## src/rtl/mst_pkg.sv

```systemverilog
// mst_pkg: shared types and constants of the multi-slot timer table
// command and status codes, slot states, and the token passed down the cell chain
// no dependencies
package mst_pkg;

   localparam int SLOT_COUNT = 8;
   localparam int IDX_W      = 8;
   localparam logic [IDX_W-1:0] SLOT_LIMIT = IDX_W'(SLOT_COUNT);

   // command codes
   localparam logic [2:0] CMD_CREATE = 3'd0;
   localparam logic [2:0] CMD_START  = 3'd1;
   localparam logic [2:0] CMD_CANCEL = 3'd2;
   localparam logic [2:0] CMD_PAUSE  = 3'd3;
   localparam logic [2:0] CMD_FREE   = 3'd4;
   localparam logic [2:0] CMD_TICK   = 3'd5;

   // reply status codes
   localparam logic [1:0] RS_OK           = 2'd0;
   localparam logic [1:0] RS_BAD_INSTANCE = 2'd1;
   localparam logic [1:0] RS_WRONG_STATE  = 2'd2;
   localparam logic [1:0] RS_NO_FREE      = 2'd3;

   // result kinds
   localparam logic KIND_REPLY   = 1'b0;
   localparam logic KIND_TIMEOUT = 1'b1;

   // slot states
   localparam logic [1:0] ST_INACTIVE   = 2'd0;
   localparam logic [1:0] ST_CONFIGURED = 2'd1;
   localparam logic [1:0] ST_RUNNING    = 2'd2;
   localparam logic [1:0] ST_DONE       = 2'd3;

   // command token travelling through the cells
   typedef struct packed {
      logic             valid;
      logic [2:0]       cmd;
      logic [IDX_W-1:0] idx;
      logic [30:0]      ivl;
      logic             per;
      logic             ntf;
      logic [31:0]      now;
      logic             hit;     // create found a slot
      logic [1:0]       status;
      logic [IDX_W-1:0] slot;
   } token_type;

   // timeout event raised by one cell
   typedef struct packed {
      logic             valid;
      logic [IDX_W-1:0] slot;
   } event_type;

endpackage

```

## src/rtl/mst_cell.sv

```systemverilog
// mst_cell: one timer slot of the chain, holds the slot state and one token stage
// applies the token's command to its own slot and hands the token to the next cell
// depends on mst_pkg
module mst_cell (
   input  logic                         clock,
   input  logic                         reset,
   input  logic                         advance,
   input  logic [mst_pkg::IDX_W-1:0]    cell_index,
   input  mst_pkg::token_type           tok_in,
   output mst_pkg::token_type           tok_out,
   output mst_pkg::event_type           ev_out
);

   mst_pkg::token_type tok_ff;
   logic [1:0]  state_ff, state_in;
   logic [31:0] due_ff, due_in;
   logic [30:0] ivl_ff, ivl_in;
   logic        per_ff, per_in;
   logic        ntf_ff, ntf_in;
   logic        match;
   logic        expired;

   assign match   = tok_ff.idx == cell_index;
   assign expired = (state_ff == mst_pkg::ST_RUNNING) && (tok_ff.now > due_ff);

   always_comb begin
      tok_out  = tok_ff;
      ev_out   = '0;
      state_in = state_ff;
      due_in   = due_ff;
      ivl_in   = ivl_ff;
      per_in   = per_ff;
      ntf_in   = ntf_ff;
      if (tok_ff.valid) begin
         case (tok_ff.cmd)
            mst_pkg::CMD_CREATE: begin
               if (!tok_ff.hit && state_ff == mst_pkg::ST_INACTIVE) begin
                  state_in       = mst_pkg::ST_CONFIGURED;
                  ivl_in         = tok_ff.ivl;
                  per_in         = tok_ff.per;
                  ntf_in         = tok_ff.ntf;
                  tok_out.hit    = 1'b1;
                  tok_out.status = mst_pkg::RS_OK;
                  tok_out.slot   = cell_index;
               end
            end
            mst_pkg::CMD_START: begin
               if (match) begin
                  if (state_ff == mst_pkg::ST_INACTIVE) begin
                     tok_out.status = mst_pkg::RS_BAD_INSTANCE;
                  end else if (state_ff == mst_pkg::ST_CONFIGURED) begin
                     due_in         = tok_ff.now + {1'b0, ivl_ff};
                     state_in       = mst_pkg::ST_RUNNING;
                     tok_out.status = mst_pkg::RS_OK;
                  end else begin
                     tok_out.status = mst_pkg::RS_WRONG_STATE;
                  end
               end
            end
            mst_pkg::CMD_CANCEL: begin
               if (match) begin
                  if (state_ff == mst_pkg::ST_RUNNING) begin
                     state_in       = mst_pkg::ST_CONFIGURED;
                     tok_out.status = mst_pkg::RS_OK;
                  end else begin
                     tok_out.status = mst_pkg::RS_WRONG_STATE;
                  end
               end
            end
            mst_pkg::CMD_PAUSE: begin
               if (match) begin
                  tok_out.status = (state_ff == mst_pkg::ST_DONE) ?
                                   mst_pkg::RS_WRONG_STATE : mst_pkg::RS_OK;
               end
            end
            mst_pkg::CMD_FREE: begin
               if (match) begin
                  if (state_ff == mst_pkg::ST_INACTIVE) begin
                     tok_out.status = mst_pkg::RS_BAD_INSTANCE;
                  end else begin
                     state_in       = mst_pkg::ST_INACTIVE;
                     due_in         = '0;
                     ntf_in         = 1'b0;
                     tok_out.status = mst_pkg::RS_OK;
                  end
               end
            end
            mst_pkg::CMD_TICK: begin
               if (expired) begin
                  ev_out.valid = ntf_ff;
                  ev_out.slot  = cell_index;
                  if (per_ff) begin
                     due_in = due_ff + {1'b0, ivl_ff};
                  end else begin
                     state_in = mst_pkg::ST_DONE;
                  end
               end
            end
            default: begin
               // unused codes pass through untouched
            end
         endcase
      end
   end

   always_ff @(posedge clock) begin
      if (reset) begin
         tok_ff.valid <= 1'b0;
         state_ff     <= mst_pkg::ST_INACTIVE;
      end else if (advance) begin
         tok_ff   <= tok_in;
         state_ff <= state_in;
      end
   end

   always_ff @(posedge clock) begin
      if (advance) begin
         due_ff <= due_in;
         ivl_ff <= ivl_in;
         per_ff <= per_in;
         ntf_ff <= ntf_in;
      end
   end

endmodule

```

## src/rtl/multi_slot_software_timer.sv

```systemverilog
// multi_slot_software_timer: top level of the multi-slot timer table
// chain of mst_cell slots, end stage, timeout hold register and result register
// depends on mst_pkg and mst_cell
//
// usage
//   req_* carries one command per transfer: create, start, cancel, pause, free
//   or tick. rsp_* returns results: one reply (kind 0) per command other than
//   tick, and for tick one timeout event (kind 1) per expired slot with notify
//   set, in slot order; rsp_last marks the final result of a command. a tick
//   with no expired notifying slot returns nothing, as do command codes six
//   and seven.
//   a command enters the first cell and moves one cell per cycle unless the
//   result register is stalled, each cell acting on its own slot; after the
//   last cell it reaches an end stage that builds the reply. one command is
//   in flight at a time: req_ready is high only when the chain is empty, so
//   a new command is accepted only after the last one leaves the end stage,
//   a wait set by the length of the cell chain.
//   timeout events are held one deep so the last one can be flagged; when the
//   receiver stalls with a result waiting, the token freezes in the chain
//   until rsp_ready frees the result register.
//   reset (synchronous) marks every slot inactive and empties the chain.
module multi_slot_software_timer (
   input  logic        clock,
   input  logic        reset,
   input  logic        req_valid,
   output logic        req_ready,
   input  logic [2:0]  req_command,
   input  logic [7:0]  req_slot_index,
   input  logic [30:0] req_interval,
   input  logic        req_periodic,
   input  logic        req_notify_enable,
   input  logic [31:0] req_now_time,
   output logic        rsp_valid,
   input  logic        rsp_ready,
   output logic        rsp_kind,
   output logic [1:0]  rsp_status,
   output logic [7:0]  rsp_slot_out,
   output logic        rsp_last
);

   // token links between cells, entry 0 fed from the request port
   mst_pkg::token_type tok_link [mst_pkg::SLOT_COUNT+1];
   mst_pkg::token_type tok_head;
   mst_pkg::event_type ev_cell  [mst_pkg::SLOT_COUNT];
   mst_pkg::event_type ev_any;
   mst_pkg::token_type end_ff;

   logic                        busy_ff;
   logic                        hold_valid_ff;
   logic [mst_pkg::IDX_W-1:0]   hold_slot_ff;
   logic                        rsp_valid_ff;
   logic                        rsp_kind_ff;
   logic [1:0]                  rsp_status_ff;
   logic [7:0]                  rsp_slot_ff;
   logic                        rsp_last_ff;

   logic                        out_free;
   logic                        need_push;
   logic                        advance;
   logic                        push;
   logic                        push_kind;
   logic [1:0]                  push_status;
   logic [7:0]                  push_slot;
   logic                        push_last;
   logic                        end_emits;
   logic [mst_pkg::SLOT_COUNT:0] tok_valid_vec;

   // request side: accept only with an empty chain
   assign req_ready = !busy_ff;

   always_comb begin
      tok_head        = '0;
      tok_head.valid  = req_valid && req_ready;
      tok_head.cmd    = req_command;
      tok_head.idx    = req_slot_index;
      tok_head.ivl    = req_interval;
      tok_head.per    = req_periodic;
      tok_head.ntf    = req_notify_enable;
      tok_head.now    = req_now_time;
      // out-of-range index is settled here; no cell will match it
      tok_head.status = (req_slot_index >= mst_pkg::SLOT_LIMIT) ?
                        mst_pkg::RS_BAD_INSTANCE : mst_pkg::RS_OK;
   end

   assign tok_link[0] = tok_head;

   // the row of slot cells
   for (genvar i = 0; i < mst_pkg::SLOT_COUNT; i++) begin : g_cell
      mst_cell u_cell (
         .clock      (clock),
         .reset      (reset),
         .advance    (advance),
         .cell_index (mst_pkg::IDX_W'(i)),
         .tok_in     (tok_link[i]),
         .tok_out    (tok_link[i+1]),
         .ev_out     (ev_cell[i])
      );
   end

   // only one token is in flight, so at most one cell raises an event
   always_comb begin
      ev_any = '0;
      for (int k = 0; k < mst_pkg::SLOT_COUNT; k++) begin
         ev_any = ev_any | ev_cell[k];
      end
   end

   always_comb begin
      for (int k = 0; k < mst_pkg::SLOT_COUNT; k++) begin
         tok_valid_vec[k] = tok_link[k+1].valid;
      end
      tok_valid_vec[mst_pkg::SLOT_COUNT] = end_ff.valid;
   end

   // end stage: tick flushes the held event, other known commands reply
   assign end_emits = end_ff.valid &&
                      ((end_ff.cmd == mst_pkg::CMD_TICK) ? hold_valid_ff :
                       (end_ff.cmd <= mst_pkg::CMD_FREE));

   assign out_free  = !rsp_valid_ff || rsp_ready;
   assign need_push = (ev_any.valid && hold_valid_ff) || end_emits;
   assign advance   = !need_push || out_free;
   assign push      = need_push && out_free;

   always_comb begin
      push_kind   = mst_pkg::KIND_TIMEOUT;
      push_status = mst_pkg::RS_OK;
      push_slot   = hold_slot_ff;
      push_last   = 1'b0;
      if (end_ff.valid) begin
         push_last = 1'b1;
         if (end_ff.cmd != mst_pkg::CMD_TICK) begin
            push_kind = mst_pkg::KIND_REPLY;
            if (end_ff.cmd == mst_pkg::CMD_CREATE && !end_ff.hit) begin
               push_status = mst_pkg::RS_NO_FREE;
               push_slot   = '0;
            end else begin
               push_status = end_ff.status;
               push_slot   = end_ff.slot;
            end
         end
      end
   end

   // control: busy flag, end stage, hold register, result register valid
   always_ff @(posedge clock) begin
      if (reset) begin
         busy_ff       <= 1'b0;
         end_ff.valid  <= 1'b0;
         hold_valid_ff <= 1'b0;
         rsp_valid_ff  <= 1'b0;
      end else begin
         if (tok_head.valid) begin
            busy_ff <= 1'b1;
         end else if (advance && end_ff.valid) begin
            busy_ff <= 1'b0;
         end
         if (advance) begin
            end_ff <= tok_link[mst_pkg::SLOT_COUNT];
            if (end_ff.valid) begin
               hold_valid_ff <= 1'b0;
            end else if (ev_any.valid) begin
               hold_valid_ff <= 1'b1;
            end
         end
         if (push) begin
            rsp_valid_ff <= 1'b1;
         end else if (rsp_ready) begin
            rsp_valid_ff <= 1'b0;
         end
      end
   end

   // payload registers
   always_ff @(posedge clock) begin
      if (advance && ev_any.valid) begin
         hold_slot_ff <= ev_any.slot;
      end
      if (push) begin
         rsp_kind_ff   <= push_kind;
         rsp_status_ff <= push_status;
         rsp_slot_ff   <= push_slot;
         rsp_last_ff   <= push_last;
      end
   end

   assign rsp_valid    = rsp_valid_ff;
   assign rsp_kind     = rsp_kind_ff;
   assign rsp_status   = rsp_status_ff;
   assign rsp_slot_out = rsp_slot_ff;
   assign rsp_last     = rsp_last_ff;

   // never more than one command token in the chain
   a_one_token: assert property (@(posedge clock) disable iff (reset)
      $onehot0(tok_valid_vec))
      else $error("more than one token in the cell chain");

   // an idle block has an empty chain
   a_idle_empty: assert property (@(posedge clock) disable iff (reset)
      !busy_ff |-> (tok_valid_vec == '0))
      else $error("token in chain while idle");

   // a held timeout exists only while a tick is in flight
   a_hold_busy: assert property (@(posedge clock) disable iff (reset)
      hold_valid_ff |-> busy_ff)
      else $error("held timeout without an active command");

   // every command reply is the final result of its command
   a_reply_last: assert property (@(posedge clock) disable iff (reset)
      (rsp_valid && rsp_kind == mst_pkg::KIND_REPLY) |-> rsp_last)
      else $error("reply without last flag");

   // the end stage leaves the chain free on the following cycle
   a_end_clears: assert property (@(posedge clock) disable iff (reset)
      (end_ff.valid && advance) |=> !busy_ff)
      else $error("busy stuck after end stage");

endmodule
```

## config.mk

```make
export PLATFORM = sky130hd
export DESIGN_NAME = multi_slot_software_timer
export DESIGN_NICKNAME = d
export VERILOG_FILES = /design/src/rtl/mst_pkg.sv /design/src/rtl/mst_cell.sv /design/src/rtl/multi_slot_software_timer.sv
export SDC_FILE = /design/constraint.sdc
export NUM_CORES = 2
export LEC_CHECK = 0
export BUFFER_PORTS_ARGS = -buffer_cell sky130_fd_sc_hd__buf_2
export CORE_ASPECT_RATIO = 1.25
export CORE_MARGIN = 10
export CORE_UTILIZATION = 35
export CTS_BUF_LIST = sky130_fd_sc_hd__clkbuf_16
export DETAILED_ROUTE_END_ITERATION = 8
export GPL_TIMING_DRIVEN = 0
export PLACE_DENSITY = 0.57
export SETUP_SLACK_MARGIN = 0.3
export SKIP_LAST_GASP = 1
export SYNTH_ARGS = -nofsm -noshare
export SYNTH_HDL_FRONTEND = slang
export SYNTH_SLANG_ARGS = --single-unit
export TNS_END_PERCENT = 50
```

## constraint.sdc

```tcl
create_clock -name clock -period 54 [get_ports clock]
set_input_delay 16.2 -clock clock [delete_from_list [all_inputs] [get_ports clock]]
set_output_delay 16.2 -clock clock [all_outputs]
set_load 0.1 [all_outputs]
```

* Word level (Yosys, flattened, before mapping)
Index checks and enable logic that the tools add are counted.
W data, S select, Z words.
** Word-level totals
- Register bits after elaboration :: 1269
- Latch bits :: 0
- Bits in writable memories :: 0
- Memory bits (read-only) :: 0
- Bits of input ports :: 80
- Output and inout bits :: 14
- Word-level logic and storage cells :: 776
- Memories :: 0
** Cells by class
- Add/sub/neg operators :: 16
- $mul :: 0
- Divide/modulo/power cells :: 0
- Order comparisons :: 10
- Equal/unequal tests :: 161
- Shifts and indexed selects :: 0
- Muxes and demuxes :: 333
- Bitwise operators :: 8
- Reduce and logical (&&, ||, !) cells :: 117
** Operators with widths (count)
- $mux W32 :: 56
- $pmux W32 S3 :: 8
- $add A32 B31 Y32 :: 16
- $mux W2 :: 145
- $gt A32 B32 Y1 :: 8
- $mux W9 :: 24
- $mux W11 :: 15
- $pmux W2 S5 :: 16
- $ne A2 B1 Y1 const B :: 64
- $reduce_and A13 Y1 :: 8
- $mux W8 :: 11
- $reduce_and A10 Y1 :: 8
- $or A9 B9 Y9 :: 7
- $eq A3 B3 Y1 const B :: 17
- $mux W1 :: 49
- $eq A3 B2 Y1 const B :: 16
- $ne A2 B2 Y1 const B :: 24
- $reduce_and A6 Y1 :: 8
- $reduce_bool A5 Y1 :: 8
- $eq A2 B2 Y1 const B :: 16
- $eq A8 B3 Y1 const B :: 4
- $reduce_and A4 Y1 :: 8
- $logic_not A3 Y1 :: 9
- $eq A3 B1 Y1 const B :: 8
- 17 further kinds :: 92

* Longest topological paths before layout
- Depth in word-level cells :: 19
- Depth in mapped cells :: 18
- Mapped depth without buffers :: 17

* Cells and area by module
From an unflattened synthesis, not the netlist that was laid out.
** Unflattened totals
- Cells, all modules :: 6222
- Area total of the unflattened synthesis :: 71009.4 µm²
** By module, submodules not included
- mst_cell at g_cell[0].u_cell ... :: instances 3, cells an instance 738, area an instance 8531.9 µm², sequential area each 4624.4 µm²
- mst_cell at g_cell[5].u_cell ... :: instances 2, cells an instance 754, area an instance 8677.1 µm², sequential area each 4624.4 µm²
- mst_cell at g_cell[1].u_cell :: instances 1, cells an instance 825, area an instance 9022.4 µm², sequential area each 4624.4 µm²
- mst_cell at g_cell[7].u_cell :: instances 1, cells an instance 796, area an instance 8863.5 µm², sequential area each 4624.4 µm²
- mst_cell at g_cell[3].u_cell :: instances 1, cells an instance 753, area an instance 8560.7 µm², sequential area each 4624.4 µm²
- multi_slot_software_timer :: instances 1, cells an instance 126, area an instance 1612.8 µm², sequential area each 1101.1 µm²

* Least setup slack after synthesis
No wires, ideal clock.
- Path kind :: input port to flip-flop
- Start point :: in rsp_ready
- End point :: reg end_ff[0] (netlist bit) (enable)
- Library setup time :: 1.685 ns
- Arrival :: 43.830 ns
- Data required time :: 52.315 ns
- Path slack :: 8.485 ns
- Stages :: 6
- Buffers on the path :: 2
- Path through :: nor2b_1 -> o21a_1 -> o21a_1 -> buf_6 -> buf_2 -> nor2_1
** On the way
- Cells in the longest elaborated chain, start to end :: 3
** RTL lines
- start, declared :: line multi_slot_software_timer.sv:34 : input logic rsp_ready,
- $logic_or A1 B1 Y1 :: line multi_slot_software_timer.sv:120 : assign out_free = !rsp_valid_ff || rsp_ready;
- $logic_or A1 B1 Y1 :: line multi_slot_software_timer.sv:122 : assign advance = !need_push || out_free;
- $reduce_and A2 Y1 (no line)
- end signal, assigned :: line multi_slot_software_timer.sv:159 : end_ff <= tok_link[mst_pkg::SLOT_COUNT];
- end, declared :: line multi_slot_software_timer.sv:46 : mst_pkg::token_type end_ff;
No other way between the ends.
A chain may end at the register's enable or synchronous reset.

* Worst setup path after layout
- Start point :: in rsp_ready
- End point :: reg g_cell[2].u_cell.tok_ff (netlist bit g_cell[2].u_cell.tok_out[45]) (enable)
** On the way
- Cells in the longest elaborated chain, start to end :: 3
** RTL lines
- $logic_or A1 B1 Y1 :: line multi_slot_software_timer.sv:120
- $logic_or A1 B1 Y1 :: line multi_slot_software_timer.sv:122
- $reduce_and A2 Y1 (no line)
- end signal, assigned :: line mst_cell.sv:111 : tok_ff <= tok_in;
- end, declared :: line mst_cell.sv:14 : mst_pkg::token_type tok_ff;
No other way between the ends.

==> flow_metrics.env <==
export IMPL_status="complete, no violations"
export IMPL_synth_area_leader_cell="edfxtp_1"
export IMPL_synth_commonest_cells="edfxtp_1 (1183), ha_1 (504), nand2_1 (470)"
export IMPL_worstSetupEndpointType="flip-flop"
export IMPL_cellPowerDensity_nw_per_um2=31.76
export IMPL_grt_pass1_wl_mm=218.5
export IMPL_gp_routability_congestion=0.8672
export IMPL_yosysWarnings=0
export IMPL_drv_slew=0
export IMPL_synth_edf_count=1183
export IMPL_cpPeakStageDelay_ns=0.62
export IMPL_fin_skew_ns=0.03205
export IMPL_fillers=16440
export IMPL_final_nets=6027
export IMPL_ys_top_cells_by_area="edfxtp_1 (58%), ha_1 (10%), o21ai_0 (3.6%)"
export IMPL_worst_slew_pin_slew_ns=1.178
export IMPL_hold_viol=0
export IMPL_first_pass_iters=5
export IMPL_cts_tree="yes"
export IMPL_port_buffers=87
export IMPL_synth_most_common_cell="edfxtp_1"
export IMPL_cp_start_kind="input pin"
export IMPL_synthArstFlopShare_pct=0
export IMPL_relSlewSlack_pct=19.42
export IMPL_area_growth_pct=13.86
export IMPL_cts_resized=0
export IMPL_dieWidth_um=393.8
export IMPL_r2r_end="g_cell[2].u_cell.tok_out[45]"
export IMPL_ant_nets=0
export IMPL_maxCapViolCount=0
export IMPL_setup_slack_ns=35.32
export IMPL_cts_buffers=136
export IMPL_ys_types=91
export IMPL_clk_latency_ns=0.77
export IMPL_critical_path_slowest_cell="nor2_4"
export IMPL_period_needed_ns=18.68
export IMPL_core_um2=173700
export IMPL_cts_buffer_depth=3
export IMPL_dieArea_um2=191900
export IMPL_via_count=39540
export IMPL_critPathArrivalTime_ns=19.13
export IMPL_place_ws_ns=34.50
export IMPL_synth_main_ff_cell="edfxtp_1"
export IMPL_clk_pin_slew_ns=0.05
export IMPL_path_buf_inv=8
export IMPL_grt_usage_pct=14.35
export IMPL_die_h_um=487.2
export IMPL_cts_setup_buffers=0
export IMPL_syn_inst=5159
export IMPL_finalCritPeriodShare_pct=34.60
export IMPL_crit_path_frequent_cell="buf_12"
export IMPL_synth_seq_area_share_pct=59.03
export IMPL_hpwl_mm=111.5
export IMPL_synth_top_area_share_pct=58.11
export IMPL_crit_chain="buf_2, nor2b_1, o21a_1, o21a_1, buf_6, buf_2, nor2_4, buf_12, buf_12, buf_12, buf_12, buf_12"
export IMPL_ctsRootBufferMaster="clkbuf_16"
export IMPL_pin_count=94
export IMPL_vdd_drop_max_mv=0.02875
export IMPL_p_total_mw=2.210
export IMPL_initial_utilization_pct=35.18
export IMPL_critical_path_startpoint="rsp_ready"
export IMPL_reg2reg_from="g_cell[3].u_cell.tok_out[24]"
export IMPL_critPathTopFamily="buffers and inverters"
export IMPL_syn_area_per_cell_um2=11.85
export IMPL_fmax_ghz=0.05352
export IMPL_antenna_cells=0
export IMPL_row_count=171
export IMPL_vias_per_cell=5.022
export IMPL_grt_antenna_before_repair=2
export IMPL_ys_seq_elements=1211
export IMPL_crit_fanout=36
export IMPL_reg2reg_depth=17
export IMPL_first_iter_violations=2161
export IMPL_cts_hold_buf=0
export IMPL_wl_per_cell_um=17.84
export IMPL_path_class="input pin to flip-flop"
export IMPL_netlist_area_um2=61130
export IMPL_reg2reg_slack_ns=47.18
export IMPL_grt_ovfl_total=0
export IMPL_rsz0062_at_grt="no"
export IMPL_grt_max_degree=38
export IMPL_p_leak_nw=27.18
export IMPL_grt_pass1_vias=41330
export IMPL_setup_viol=0
export IMPL_drc=0
export IMPL_worstHoldPathType="flip-flop to flip-flop"
export IMPL_drive_above_1_share_pct=7.528
export IMPL_required_ns=54.45
export IMPL_wl_mm=140.4
export IMPL_htreeDepth=4
export IMPL_crit_end="g_cell[2].u_cell.tok_out[45]"
export IMPL_cp_depth=12
export IMPL_cts_sinks=1211
[cell families (layout without fill, tap and decap cells)]
group	after synthesis	count (layout)	share of synthesized area, %
buffers and inverters	471	847	2.978
adders and majority gates	512	512	10.58
xor gates and xnor gates	190	190	2.722
and+or+nand+nor	1480	1480	11.44
DFF	1211	1211	59.03
AOI/OAI and AO/OA	1285	1285	13.08
muxes	9	9	0.1556
other	1	5	0.006135
[cell type report]
type	instances	area [um^2]	area share, %
flip-flops and latches	1211	36080	51.85
multi-input cells	3481	23360	33.56
clock buffers	139	3478	4.998
well taps	2335	2922	4.198
inverters	338	1269	1.823
repair buffers	134	1137	1.634
clock inverters	103	799.5	1.149
plain buffers	133	551.8	0.7928
[routing by layer]
layer / vias up / share of wire [%] / global-route usage [%]
met5: - / 0 / 0
met4: 0 / 5.8 / 8.284
met3: 324 / 3.3 / 2.129
met2: 710 / 52 / 27.01
met1: 18730 / 39 / 15.10
li1: 19770 / - / -
[state kept, by name, summed over array words and instances (netlist names)]
name	cells
g_cell.u_cell.tok_out	616
g_cell.u_cell.due_ff	256
g_cell.u_cell.ivl_ff	248
g_cell.u_cell.tok_ff	36
g_cell.u_cell.state_ff	16
end_ff	10
g_cell.u_cell.ntf_ff	8
g_cell.u_cell.per_ff	8
hold_slot_ff	3
rsp_slot_out	3
rsp_status	2
busy_ff	1
hold_valid_ff	1
rsp_kind	1
rsp_last	1
rsp_valid	1
[layout by cell type, fill, tap and decap left out, drive strengths merged, types with 28 or more instances in the layout]
cell,count
xnor2,111
a31oi,43
nor2,406
nor4,36
xor2,79
inv,372
o21a,50
o21bai,28
edfxtp,1183
a211oi,45
o211ai,36
ha,504
and3,36
buf,152
clkinv,52
a21oi,318
nand2b,65
nor2b,56
o21ai,449
dfxtp,28
nand3,90
a21o,140
and2,45
nor3,107
nand2,470
nand4,63
clkbuf,254
[through the flow]
stage	area, um^2	cells	hold WS (ns)	util (%)	TNS (ns)
after floorplan	61140	5163	0.4003	-	0
after global placement	64500	7585	0.4017	37.13	-1236.88
after detailed placement	65320	7632	0.4045	37.60	0
after CTS	69600	7874	0.4135	40.06	0
after global routing	69600	7874	0.4190	40.06	0
final	69600	7874	0.4136	40.06	0
[how the worst min path moves through the flow]
stage | startpoint | endpoint | slack, ns | cells after the start
5_1_grt | g_cell[7].u_cell.tok_out[55] | g_cell[7].u_cell.ivl_ff[10] | 0.42 | 0
6_report | g_cell[7].u_cell.tok_out[66] | g_cell[7].u_cell.ivl_ff[21] | 0.41 | 0
4_1_cts | g_cell[7].u_cell.tok_out[66] | g_cell[7].u_cell.ivl_ff[21] | 0.41 | 0
3_3_place_gp | g_cell[7].u_cell.tok_out[68] | g_cell[7].u_cell.ivl_ff[23] | 0.40 | 0
2_1_floorplan | g_cell[7].u_cell.tok_out[45] | g_cell[7].u_cell.ivl_ff[0] | 0.40 | 0
3_5_place_dp | g_cell[7].u_cell.tok_out[66] | g_cell[7].u_cell.ivl_ff[21] | 0.40 | 0
[power by group]
group	switching [mW]	internal, mW
combinational	0.128	0.0844
sequential	0.0238	1.08
clock	0.377	0.519
Power figures use the tool's default switching activity.
